[src/hw/rtl/smsp_pkg.sv]
// ----------------------------------------------------------------------------
// Serial mode string parser package
// Transfer types, status codes and the table of standard bit rates.
// ----------------------------------------------------------------------------
package smsp_pkg;

    localparam int NUM_RATES = 17;

    localparam logic [2:0] ST_OK         = 3'd0;
    localparam logic [2:0] ST_BAD_RATE   = 3'd1;
    localparam logic [2:0] ST_BAD_PARITY = 3'd2;
    localparam logic [2:0] ST_BAD_SIZE   = 3'd3;
    localparam logic [2:0] ST_BAD_STOP   = 3'd4;
    localparam logic [2:0] ST_BAD_FLOW   = 3'd5;

    localparam logic [1:0] PAR_NONE = 2'd0;
    localparam logic [1:0] PAR_ODD  = 2'd1;
    localparam logic [1:0] PAR_EVEN = 2'd2;

    localparam logic [1:0] FLOW_NONE = 2'd0;
    localparam logic [1:0] FLOW_XON  = 2'd1;
    localparam logic [1:0] FLOW_HW   = 2'd2;

    typedef struct packed {
        logic [7:0] character;
        logic       start_of_string;
    } t_in_item;

    typedef struct packed {
        logic [2:0]  status;
        logic [4:0]  rate_index;
        logic [15:0] baud_rate;
        logic [1:0]  parity_mode;
        logic [3:0]  data_bits;
        logic        two_stop_bits;
        logic [1:0]  flow_mode;
    } t_out_item;

    function automatic logic [15:0] rate_value(input logic [4:0] idx);
        logic [15:0] v;
        unique case (idx)
            5'd0:    v = 16'd50;
            5'd1:    v = 16'd75;
            5'd2:    v = 16'd110;
            5'd3:    v = 16'd134;
            5'd4:    v = 16'd150;
            5'd5:    v = 16'd200;
            5'd6:    v = 16'd300;
            5'd7:    v = 16'd600;
            5'd8:    v = 16'd1050;
            5'd9:    v = 16'd1200;
            5'd10:   v = 16'd1800;
            5'd11:   v = 16'd2000;
            5'd12:   v = 16'd2400;
            5'd13:   v = 16'd4800;
            5'd14:   v = 16'd9600;
            5'd15:   v = 16'd19200;
            5'd16:   v = 16'd38400;
            default: v = 16'd50;
        endcase
        return v;
    endfunction

endpackage

[src/hw/rtl/smsp_rate_lookup.sv]
// ----------------------------------------------------------------------------
// Rate lookup
// Matches the gathered rate against the standard rate table.
// ----------------------------------------------------------------------------
module smsp_rate_lookup (
    input  logic [15:0] i_rate,
    output logic        o_hit,
    output logic [4:0]  o_index
);

    always_comb begin
        o_hit   = 1'b0;
        o_index = '0;
        for (int k = 0; k < smsp_pkg::NUM_RATES; k++) begin
            if (i_rate == smsp_pkg::rate_value(5'(k))) begin
                o_hit   = 1'b1;
                o_index = 5'(k);
            end
        end
    end

endmodule

[src/hw/rtl/smsp_parse.sv]
// ----------------------------------------------------------------------------
// Parse core
// Holds the parse state and decodes one character per transfer.
// ----------------------------------------------------------------------------
module smsp_parse (
    input  logic                 i_clk,
    input  logic                 i_rst_n,
    input  logic                 i_advance,
    input  smsp_pkg::t_in_item   i_item,
    output logic                 o_res_valid,
    output smsp_pkg::t_out_item  o_res
);

    typedef enum logic [2:0] {
        PH_DIGITS, PH_SIZE, PH_STOP, PH_FLOW, PH_DONE
    } t_phase;

    t_phase      r_phase, n_phase, cur_phase;
    logic [15:0] r_acc, n_acc, cur_acc;
    logic [4:0]  r_ridx, n_ridx, cur_ridx;
    logic [1:0]  r_par, n_par, cur_par;
    logic [3:0]  r_size, n_size, cur_size;
    logic        r_stop, n_stop, cur_stop;

    logic [7:0]  c, u;
    logic        is_digit;
    logic [19:0] acc_x10;
    logic        rate_hit;
    logic [4:0]  rate_idx;

    assign c        = i_item.character;
    assign u        = (c >= "a" && c <= "z") ? c - 8'd32 : c;
    assign is_digit = (c >= "0" && c <= "9");
    // times ten as two shifts, then add the digit
    assign acc_x10  = {1'b0, cur_acc, 3'b000} + {3'b000, cur_acc, 1'b0}
                    + {16'd0, c[3:0]};

    always_comb begin
        if (i_item.start_of_string) begin
            cur_phase = PH_DIGITS;
            cur_acc   = '0;
            cur_ridx  = '0;
            cur_par   = smsp_pkg::PAR_NONE;
            cur_size  = 4'd5;
            cur_stop  = 1'b0;
        end else begin
            cur_phase = r_phase;
            cur_acc   = r_acc;
            cur_ridx  = r_ridx;
            cur_par   = r_par;
            cur_size  = r_size;
            cur_stop  = r_stop;
        end
    end

    smsp_rate_lookup u_lookup (
        .i_rate  (cur_acc),
        .o_hit   (rate_hit),
        .o_index (rate_idx)
    );

    always_comb begin
        n_phase     = cur_phase;
        n_acc       = cur_acc;
        n_ridx      = cur_ridx;
        n_par       = cur_par;
        n_size      = cur_size;
        n_stop      = cur_stop;
        o_res_valid = 1'b0;
        o_res       = '0;
        unique case (cur_phase)
            PH_DIGITS: begin
                if (is_digit) begin
                    n_acc = (acc_x10 > 20'd65535) ? 16'hFFFF : acc_x10[15:0];
                end else if (!rate_hit) begin
                    o_res_valid  = 1'b1;
                    o_res.status = smsp_pkg::ST_BAD_RATE;
                    n_phase      = PH_DONE;
                end else begin
                    n_ridx = rate_idx;
                    priority if (u == "N") begin
                        n_par   = smsp_pkg::PAR_NONE;
                        n_phase = PH_SIZE;
                    end else if (u == "O") begin
                        n_par   = smsp_pkg::PAR_ODD;
                        n_phase = PH_SIZE;
                    end else if (u == "E") begin
                        n_par   = smsp_pkg::PAR_EVEN;
                        n_phase = PH_SIZE;
                    end else begin
                        o_res_valid  = 1'b1;
                        o_res.status = smsp_pkg::ST_BAD_PARITY;
                        n_phase      = PH_DONE;
                    end
                end
            end
            PH_SIZE: begin
                if (c >= "5" && c <= "8") begin
                    n_size  = c[3:0];
                    n_phase = PH_STOP;
                end else begin
                    o_res_valid  = 1'b1;
                    o_res.status = smsp_pkg::ST_BAD_SIZE;
                    n_phase      = PH_DONE;
                end
            end
            PH_STOP: begin
                if (c == "1" || c == "2") begin
                    n_stop  = (c == "2");
                    n_phase = PH_FLOW;
                end else begin
                    o_res_valid  = 1'b1;
                    o_res.status = smsp_pkg::ST_BAD_STOP;
                    n_phase      = PH_DONE;
                end
            end
            PH_FLOW: begin
                o_res_valid = 1'b1;
                n_phase     = PH_DONE;
                if (u == "N" || u == "X" || u == "R" || c == 8'd0) begin
                    o_res.status        = smsp_pkg::ST_OK;
                    o_res.rate_index    = cur_ridx;
                    o_res.baud_rate     = smsp_pkg::rate_value(cur_ridx);
                    o_res.parity_mode   = cur_par;
                    o_res.data_bits     = cur_size;
                    o_res.two_stop_bits = cur_stop;
                    priority if (u == "X") begin
                        o_res.flow_mode = smsp_pkg::FLOW_XON;
                    end else if (u == "R") begin
                        o_res.flow_mode = smsp_pkg::FLOW_HW;
                    end else begin
                        o_res.flow_mode = smsp_pkg::FLOW_NONE;
                    end
                end else begin
                    o_res.status = smsp_pkg::ST_BAD_FLOW;
                end
            end
            default: begin
                n_phase = PH_DONE;
            end
        endcase
    end

    always_ff @(posedge i_clk) begin
        if (!i_rst_n) begin
            r_phase <= PH_DIGITS;
            r_acc   <= '0;
            r_ridx  <= '0;
            r_par   <= smsp_pkg::PAR_NONE;
            r_size  <= 4'd5;
            r_stop  <= 1'b0;
        end else if (i_advance) begin
            r_phase <= n_phase;
            r_acc   <= n_acc;
            r_ridx  <= n_ridx;
            r_par   <= n_par;
            r_size  <= n_size;
            r_stop  <= n_stop;
        end
    end

endmodule

[src/hw/rtl/serial_mode_string_parser.sv]
// ----------------------------------------------------------------------------
// Serial mode string parser
// Decodes a settings string such as 9600n81x, one character per transfer.
// ----------------------------------------------------------------------------
// Input channel: i_in_valid / o_in_stall carry one character and a start
// flag per transfer. Output channel: o_out_valid / i_out_stall carry one
// result per string: status plus the decoded rate, parity, size, stop and
// flow settings (all settings zero on a failure).
// A character is captured in an input register and decoded against the
// parse state; the result of the character that ends the string lands in
// an output register, from which it is offered. One character is taken
// per cycle while o_in_stall is low; the parse state update is a loop
// through the parse state registers and sets that rate.
// While the output register holds an untaken result, characters that give
// no result keep flowing; a character that would give a result waits in the
// input register, and o_in_stall rises while that register cannot drain.
// Reset empties both registers and leaves the parser ready for the digits
// of a rate, so the first string needs no start flag. Characters after a
// result are dropped until a start flag arrives.
// ----------------------------------------------------------------------------
module serial_mode_string_parser (
    input  logic                 i_clk,
    input  logic                 i_rst_n,
    input  logic                 i_in_valid,
    output logic                 o_in_stall,
    input  smsp_pkg::t_in_item   i_in_data,
    output logic                 o_out_valid,
    input  logic                 i_out_stall,
    output smsp_pkg::t_out_item  o_out_data
);

    logic                r_in_valid;
    smsp_pkg::t_in_item  r_in_data;
    logic                r_out_valid;
    smsp_pkg::t_out_item r_out_data;

    logic                res_valid;
    smsp_pkg::t_out_item res;
    logic                out_free;
    logic                advance;

    assign out_free   = !r_out_valid || !i_out_stall;
    assign advance    = r_in_valid && (out_free || !res_valid);
    assign o_in_stall = r_in_valid && !advance;

    smsp_parse u_parse (
        .i_clk       (i_clk),
        .i_rst_n     (i_rst_n),
        .i_advance   (advance),
        .i_item      (r_in_data),
        .o_res_valid (res_valid),
        .o_res       (res)
    );

    always_ff @(posedge i_clk) begin
        if (!i_rst_n) begin
            r_in_valid  <= 1'b0;
            r_out_valid <= 1'b0;
        end else begin
            if (!o_in_stall) begin
                r_in_valid <= i_in_valid;
            end
            if (advance && res_valid) begin
                r_out_valid <= 1'b1;
            end else if (!i_out_stall) begin
                r_out_valid <= 1'b0;
            end
        end
    end

    always_ff @(posedge i_clk) begin
        if (!o_in_stall && i_in_valid) begin
            r_in_data <= i_in_data;
        end
        if (advance && res_valid) begin
            r_out_data <= res;
        end
    end

    assign o_out_valid = r_out_valid;
    assign o_out_data  = r_out_data;

    a_status_range: assert property (@(posedge i_clk) disable iff (!i_rst_n)
        o_out_valid |-> o_out_data.status <= smsp_pkg::ST_BAD_FLOW)
        else $error("result status out of range");

    a_fail_zero: assert property (@(posedge i_clk) disable iff (!i_rst_n)
        (o_out_valid && o_out_data.status != smsp_pkg::ST_OK) |->
        (o_out_data.baud_rate == 16'd0 && o_out_data.rate_index == 5'd0 &&
         o_out_data.data_bits == 4'd0 && o_out_data.parity_mode == 2'd0 &&
         o_out_data.two_stop_bits == 1'b0 && o_out_data.flow_mode == 2'd0))
        else $error("failure result carries settings");

    a_ok_fields: assert property (@(posedge i_clk) disable iff (!i_rst_n)
        (o_out_valid && o_out_data.status == smsp_pkg::ST_OK) |->
        (o_out_data.data_bits >= 4'd5 && o_out_data.data_bits <= 4'd8 &&
         o_out_data.baud_rate != 16'd0 && o_out_data.rate_index <= 5'd16))
        else $error("success result with bad settings");

    a_result_needs_item: assert property (@(posedge i_clk) disable iff (!i_rst_n)
        (!o_out_valid || !i_out_stall) && !r_in_valid |=> !o_out_valid)
        else $error("result appeared without a character");

endmodule
[config.mk]
export PLATFORM = sky130hd
export DESIGN_NAME = serial_mode_string_parser
export DESIGN_NICKNAME = d
export VERILOG_FILES = /design/src/hw/rtl/smsp_pkg.sv /design/src/hw/rtl/smsp_rate_lookup.sv /design/src/hw/rtl/smsp_parse.sv /design/src/hw/rtl/serial_mode_string_parser.sv
export SDC_FILE = /design/constraint.sdc
export NUM_CORES = 1
export LEC_CHECK = 0
export ABC_AREA = 1
export BUFFER_PORTS_ARGS = -buffer_cell sky130_fd_sc_hd__buf_2
export CORE_MARGIN = 3
export CORE_UTILIZATION = 50
export CTS_BUF_LIST = sky130_fd_sc_hd__clkbuf_16
export CTS_CLUSTER_DIAMETER = 30
export DETAILED_ROUTE_END_ITERATION = 6
export GPL_ROUTABILITY_DRIVEN = 0
export GPL_TIMING_DRIVEN = 1
export HOLD_SLACK_MARGIN = 0.03
export PLACE_DENSITY_LB_ADDON = 0.15
export SLEW_MARGIN = 15
export SYNTH_ARGS = -nofsm -noshare
export SYNTH_HDL_FRONTEND = slang
export SYNTH_SLANG_ARGS = --single-unit
[constraint.sdc]
create_clock -name i_clk -period 5.4 [get_ports i_clk]
set_input_delay 0.54 -clock i_clk [delete_from_list [all_inputs] [get_ports i_clk]]
set_output_delay 0.54 -clock i_clk [all_outputs]
set_load 0.01 [all_outputs]
==> impl.org <==
** Status
- Result of the run :: completed

** Route
- After detailed routing, the number of remaining DRC violations is 0.
- The final layout contains routed wiring with a total length of 14.85 mm.
- In this run the remaining antenna-violating nets after routing total 0.
- After detailed routing, the number of vias per cell comes to 5.332.
- The routed layout has 5,780 vias.
- First-pass iteration count of the detailed router :: 6
- Post-DR wirelength/cell :: 13.70 µm
- After the first detailed-routing iteration, the DRC count stood at 510.

** Logic synthesis
- Net count after synthesis :: 945
- Main combinational cell family by area after synthesis :: simple AND/OR/NAND/NOR gates
- Synth unique cells :: 45
- Syn Inst Count :: 895
- Top cells by area in the synthesized netlist :: edfxtp_1 21%, nand2_1 13%, dfxtp_1 11%
- Per-instance average area after synthesis :: 6.685 µm²
- Adder and majority gate portion of the synthesized area :: 0.07863
- Share of synthesized area spent on multiplexers :: 0
- Netlist Area Pre-Place :: 0.005983 mm²
- Predominant post-synthesis flop cell :: edfxtp_1
- During synthesis, Yosys emitted a total of 0 warnings.
- Sequential element share of the synthesized area :: 0.3212
- After synthesis, the share of flip-flops with an asynchronous set or reset is 0.
- Number of storage elements in the synthesis netlist :: 75
- edfxtp_1 takes more of the synthesized area than any other cell.
- Compound-gate portion of the synthesized area :: 0.09870
- The synthesized design contains 42 enable-type register cells.
- The share of synthesized area in the top cell type comes to 0.2108.
- Of the total synthesized cell area, the portion taken by XOR and XNOR cells is 0.01757.
- Of the total synthesized cell area, the portion taken by AND, OR, NAND and NOR gates is 0.3873.

** Critical path
- At the worst endpoint, the required time is 5640 ps.
- The worst register-to-register path has a depth of 21.
- Critical register-to-register path endpoint :: u_parse.r_acc[13]
- Critical-path top delay cell :: fa_1
- Type of the worst setup path :: register to register
- The worst register-to-register path begins at r_in_data[0].
- The worst setup path is launched from a register.
- Setup slack on the worst reg-to-reg path comes out at 1420 ps.
- WP buf/inv :: 5
- CP max stage delay :: 450 ps
- Cell type group with the largest total delay on the critical path :: simple AND/OR/NAND/NOR gates
- For the worst setup path, the data arrival time is 4220 ps.
- In this run the number of cells on the critical path is 21.
- Along the worst path, the maximum fanout reaches 23.
- List of cells traversed by the critical path :: buf_4, inv_6, nand2_1, xor2_1, inv_1, ha_1, inv_1, fa_1, nand3b_1, nand2_1, nand3_1, nand3_1, nand2_1, nand3_1, nand2_1, a21oi_1, nand2_1, o21ai_0, inv_1, nor2_1, nor2_1
- The worst setup path is captured at a register.
- CP most frequent cell :: nand2_1

** Hold path
- Hold Path Class :: input port to register
- For hold timing, the worst endpoint is r_in_data[2].
- Number of stages on the worst hold path :: 1
- Hold wc startpoint :: i_in_data[2]

** STA
- Final Hold Violating Endpoints :: 0
- The total count of max-transition violations in the final report is 0.
- After layout, the minimum clock period comes to 3982 ps.
- For the pin with the worst max-slew slack, the measured transition is 668.8 ps.
- Setup slack closes at 1418 ps.
- The worst pin sits at a relative slew slack of 0.5537.
- The clock arrives with 8.136 ps of skew.
- RSZ-0062 raised after global routing :: no
- Highest clock frequency the design can meet :: 0.2511 GHz
- Setup-failing EPs final :: 0
- Final cycle utilization of the critical path :: 0.7374
- Adding up every negative setup slack in the final design gives 0 ps.

** Clock tree
- After clock tree synthesis, the clock-pin slew on the worst setup and hold paths is 60 ps.
- CTS saw 75 sinks.
- The longest clock path from root to sink contains 2 buffers.
- The number of clock buffers added by TritonCTS is 9.
- H-tree levels :: 3
- In this run the post-CTS setup repair buffer count came out at 0.
- TritonCTS built the clock tree.
- Once the clock tree was built, the resizer swapped 0 gates to a different size.
- The tree is rooted in a clkbuf_16.
- The later pin in the worst-skew pair is clocked with a latency of 350 ps.
- Hold repair after CTS inserted 0 buffers.

** Pwr
- PwrDens :: 242.0 mW/mm²
- Clock power share :: 0.412
- Total internal power :: 1.130 mW
- Switching power :: 0.4702 mW
- For this design the static power due to leakage is 3.433 nW.
- Of the total power, the share spent switching nets is 0.2939.
- The share of total power dissipated in combinational logic is 0.179.
- Of the total power, registers draw 0.409.
- IR drop worst, VDD :: 223.4 µV

** GRT
- The initial antenna violation count was 0.
- Via count of the first global-routing pass :: 5,189
- The first global-routing pass estimated 25.06 mm of wire.
- In the global route stage, overall resource usage came out at 0.2335.
- Global routing finished with a remaining overflow of 0.
- Entering global routing, the biggest net connects 38 pins.

** Placement
- Area of placed instances :: 0.006290 mm²
- Post-detail-place hpwl :: 11.38 mm
- Port buffering added 47 buffers.
- Timing analysis after detailed placement gives a worst setup slack of 1454 ps.

** Layout
- Area of all sequential standard cells :: 0.001922 mm²
- The library cell used most frequently in the layout, excluding fill and tap cells, is nand2_1.
- The number of antenna diodes in the final layout is 0.
- The area growth from synthesis to layout is 10.52%.
- Highest-count cells in the layout ignoring fill and taps :: 214 x nand2_1, 162 x nor2_1, 107 x inv_1
- In the final layout, the share of cells above drive strength 1 is 0.1201.
- Area occupied by multi-input gates :: 0.003483 mm²
- Filler Cells Inserted :: 1,127
- Cell area after layout :: 0.006613 mm²
- Net count, final :: 986

** Floorplan
- After floorplanning, the core was divided into 39 placement rows.
- The floorplan step defined a core boundary enclosing 0.01156 mm².
- Measured along the x axis, the die boundary spans 115.4 µm.
- 48 I/O pins were placed.
- The die covers 0.01331 mm².
- The die is 115.4 µm tall.
- For this configuration, the core starts out at a cell density of 0.5174.

** Flow run
- Max-cap violation count :: 0
-- worst reg2reg max path, cell delays in order (launching register included) --
cell	delay (ps)
edfxtp_1	370
buf_4	220
inv_6	220
nand2_1	210
xor2_1	170
inv_1	60
ha_1	290
inv_1	60
fa_1	450
nand3b_1	170
nand2_1	120
nand3_1	80
nand3_1	130
nand2_1	80
nand3_1	70
nand2_1	50
a21oi_1	350
nand2_1	320
o21ai_0	260
inv_1	70
nor2_1	80
nor2_1	50
-- logic make-up after synthesis --
kind of cell,after synthesis
AOI/OAI and AO/OA,105
and+or+nand+nor,529
DFF,75
adders and majority gates,37
xor gates and xnor gates,12
buffers and inverters,137
-- layer usage --
metal	vias to the layer above	share of wire	GRT usage
met2	198	0.43	0.3530
met5	-	0	0
met3	20	0.060	0.03737
li1	2999	-	-
met4	0	0.015	0.06495
met1	2563	0.49	0.3449
-- metrics by stage --
stage	cells	hold WS (ps)	total power [mW]	utilization
6_report	1084	370.3	1.600	0.5718
5_1_grt	1084	361.8	1.676	0.5718
4_1_cts	1084	359.6	1.607	0.5718
3_5_place_dp	1068	449.1	0.9499	0.5439
3_3_place_gp	1068	439.8	0.9493	0.5439
2_1_floorplan	895	429.6	0.8841	-
-- power by group through the flow --
stage | clock [mW] | combinational (mW) | sequential (mW)
CTS | 0.668 | 0.285 | 0.654
floorplan | 0 | 0.219 | 0.666
global route | 0.692 | 0.326 | 0.657
finish | 0.659 | 0.287 | 0.654
global placement | 0 | 0.283 | 0.666
detailed placement | 0 | 0.284 | 0.666
-- layout make-up --
cell class	instances	share of cell area
inverter	116	0.06660
clock inverter	7	0.01476
multi-input combinational	683	0.5268
tap	143	0.02706
timing repair buffer	51	0.04011
sequential	75	0.2906
clock buffer	9	0.03406
-- registers in the layout, summed over array words and instances, names as in the netlist --
register and flops:
u_parse.r_stop 1, u_parse.r_acc 16, r_in_valid 1, o_out_data 33, u_parse.r_par 2, u_parse.r_size 4
u_parse.r_ridx 5, o_out_valid 1, u_parse.r_phase 3, r_in_data 9
-- worst max path at each step --
stage                 start                end
2_1_floorplan  r_in_data[0]  u_parse.r_acc[15]
3_3_place_gp   r_in_data[0]  u_parse.r_acc[12]
3_5_place_dp   r_in_data[0]  u_parse.r_acc[13]
4_1_cts        r_in_data[0]  u_parse.r_acc[13]
5_1_grt        r_in_data[0]  u_parse.r_acc[13]
6_report       r_in_data[0]  u_parse.r_acc[13]
-- synthesized netlist by cell type, types with 4 or more instances --
| master | number |
|---|---|
| clkbuf_1 | 6 |
| a21oi_1 | 42 |
| buf_6 | 4 |
| xnor2_1 | 4 |
| o21ai_1 | 5 |
| nand2_2 | 20 |
| o21ai_0 | 31 |
| nor2_1 | 162 |
| nand3b_1 | 5 |
| inv_1 | 107 |
| dfxtp_1 | 33 |
| inv_2 | 7 |
| nand2_1 | 214 |
| a21o_1 | 5 |
| ha_1 | 36 |
| a31oi_1 | 4 |
| nor2_2 | 8 |
| edfxtp_1 | 42 |
| xor2_1 | 8 |
| nand4_1 | 21 |
| buf_2 | 6 |
| o21a_1 | 5 |
| nor3_1 | 18 |
| nand3_1 | 70 |
Power figures use the tool's default switching activity.
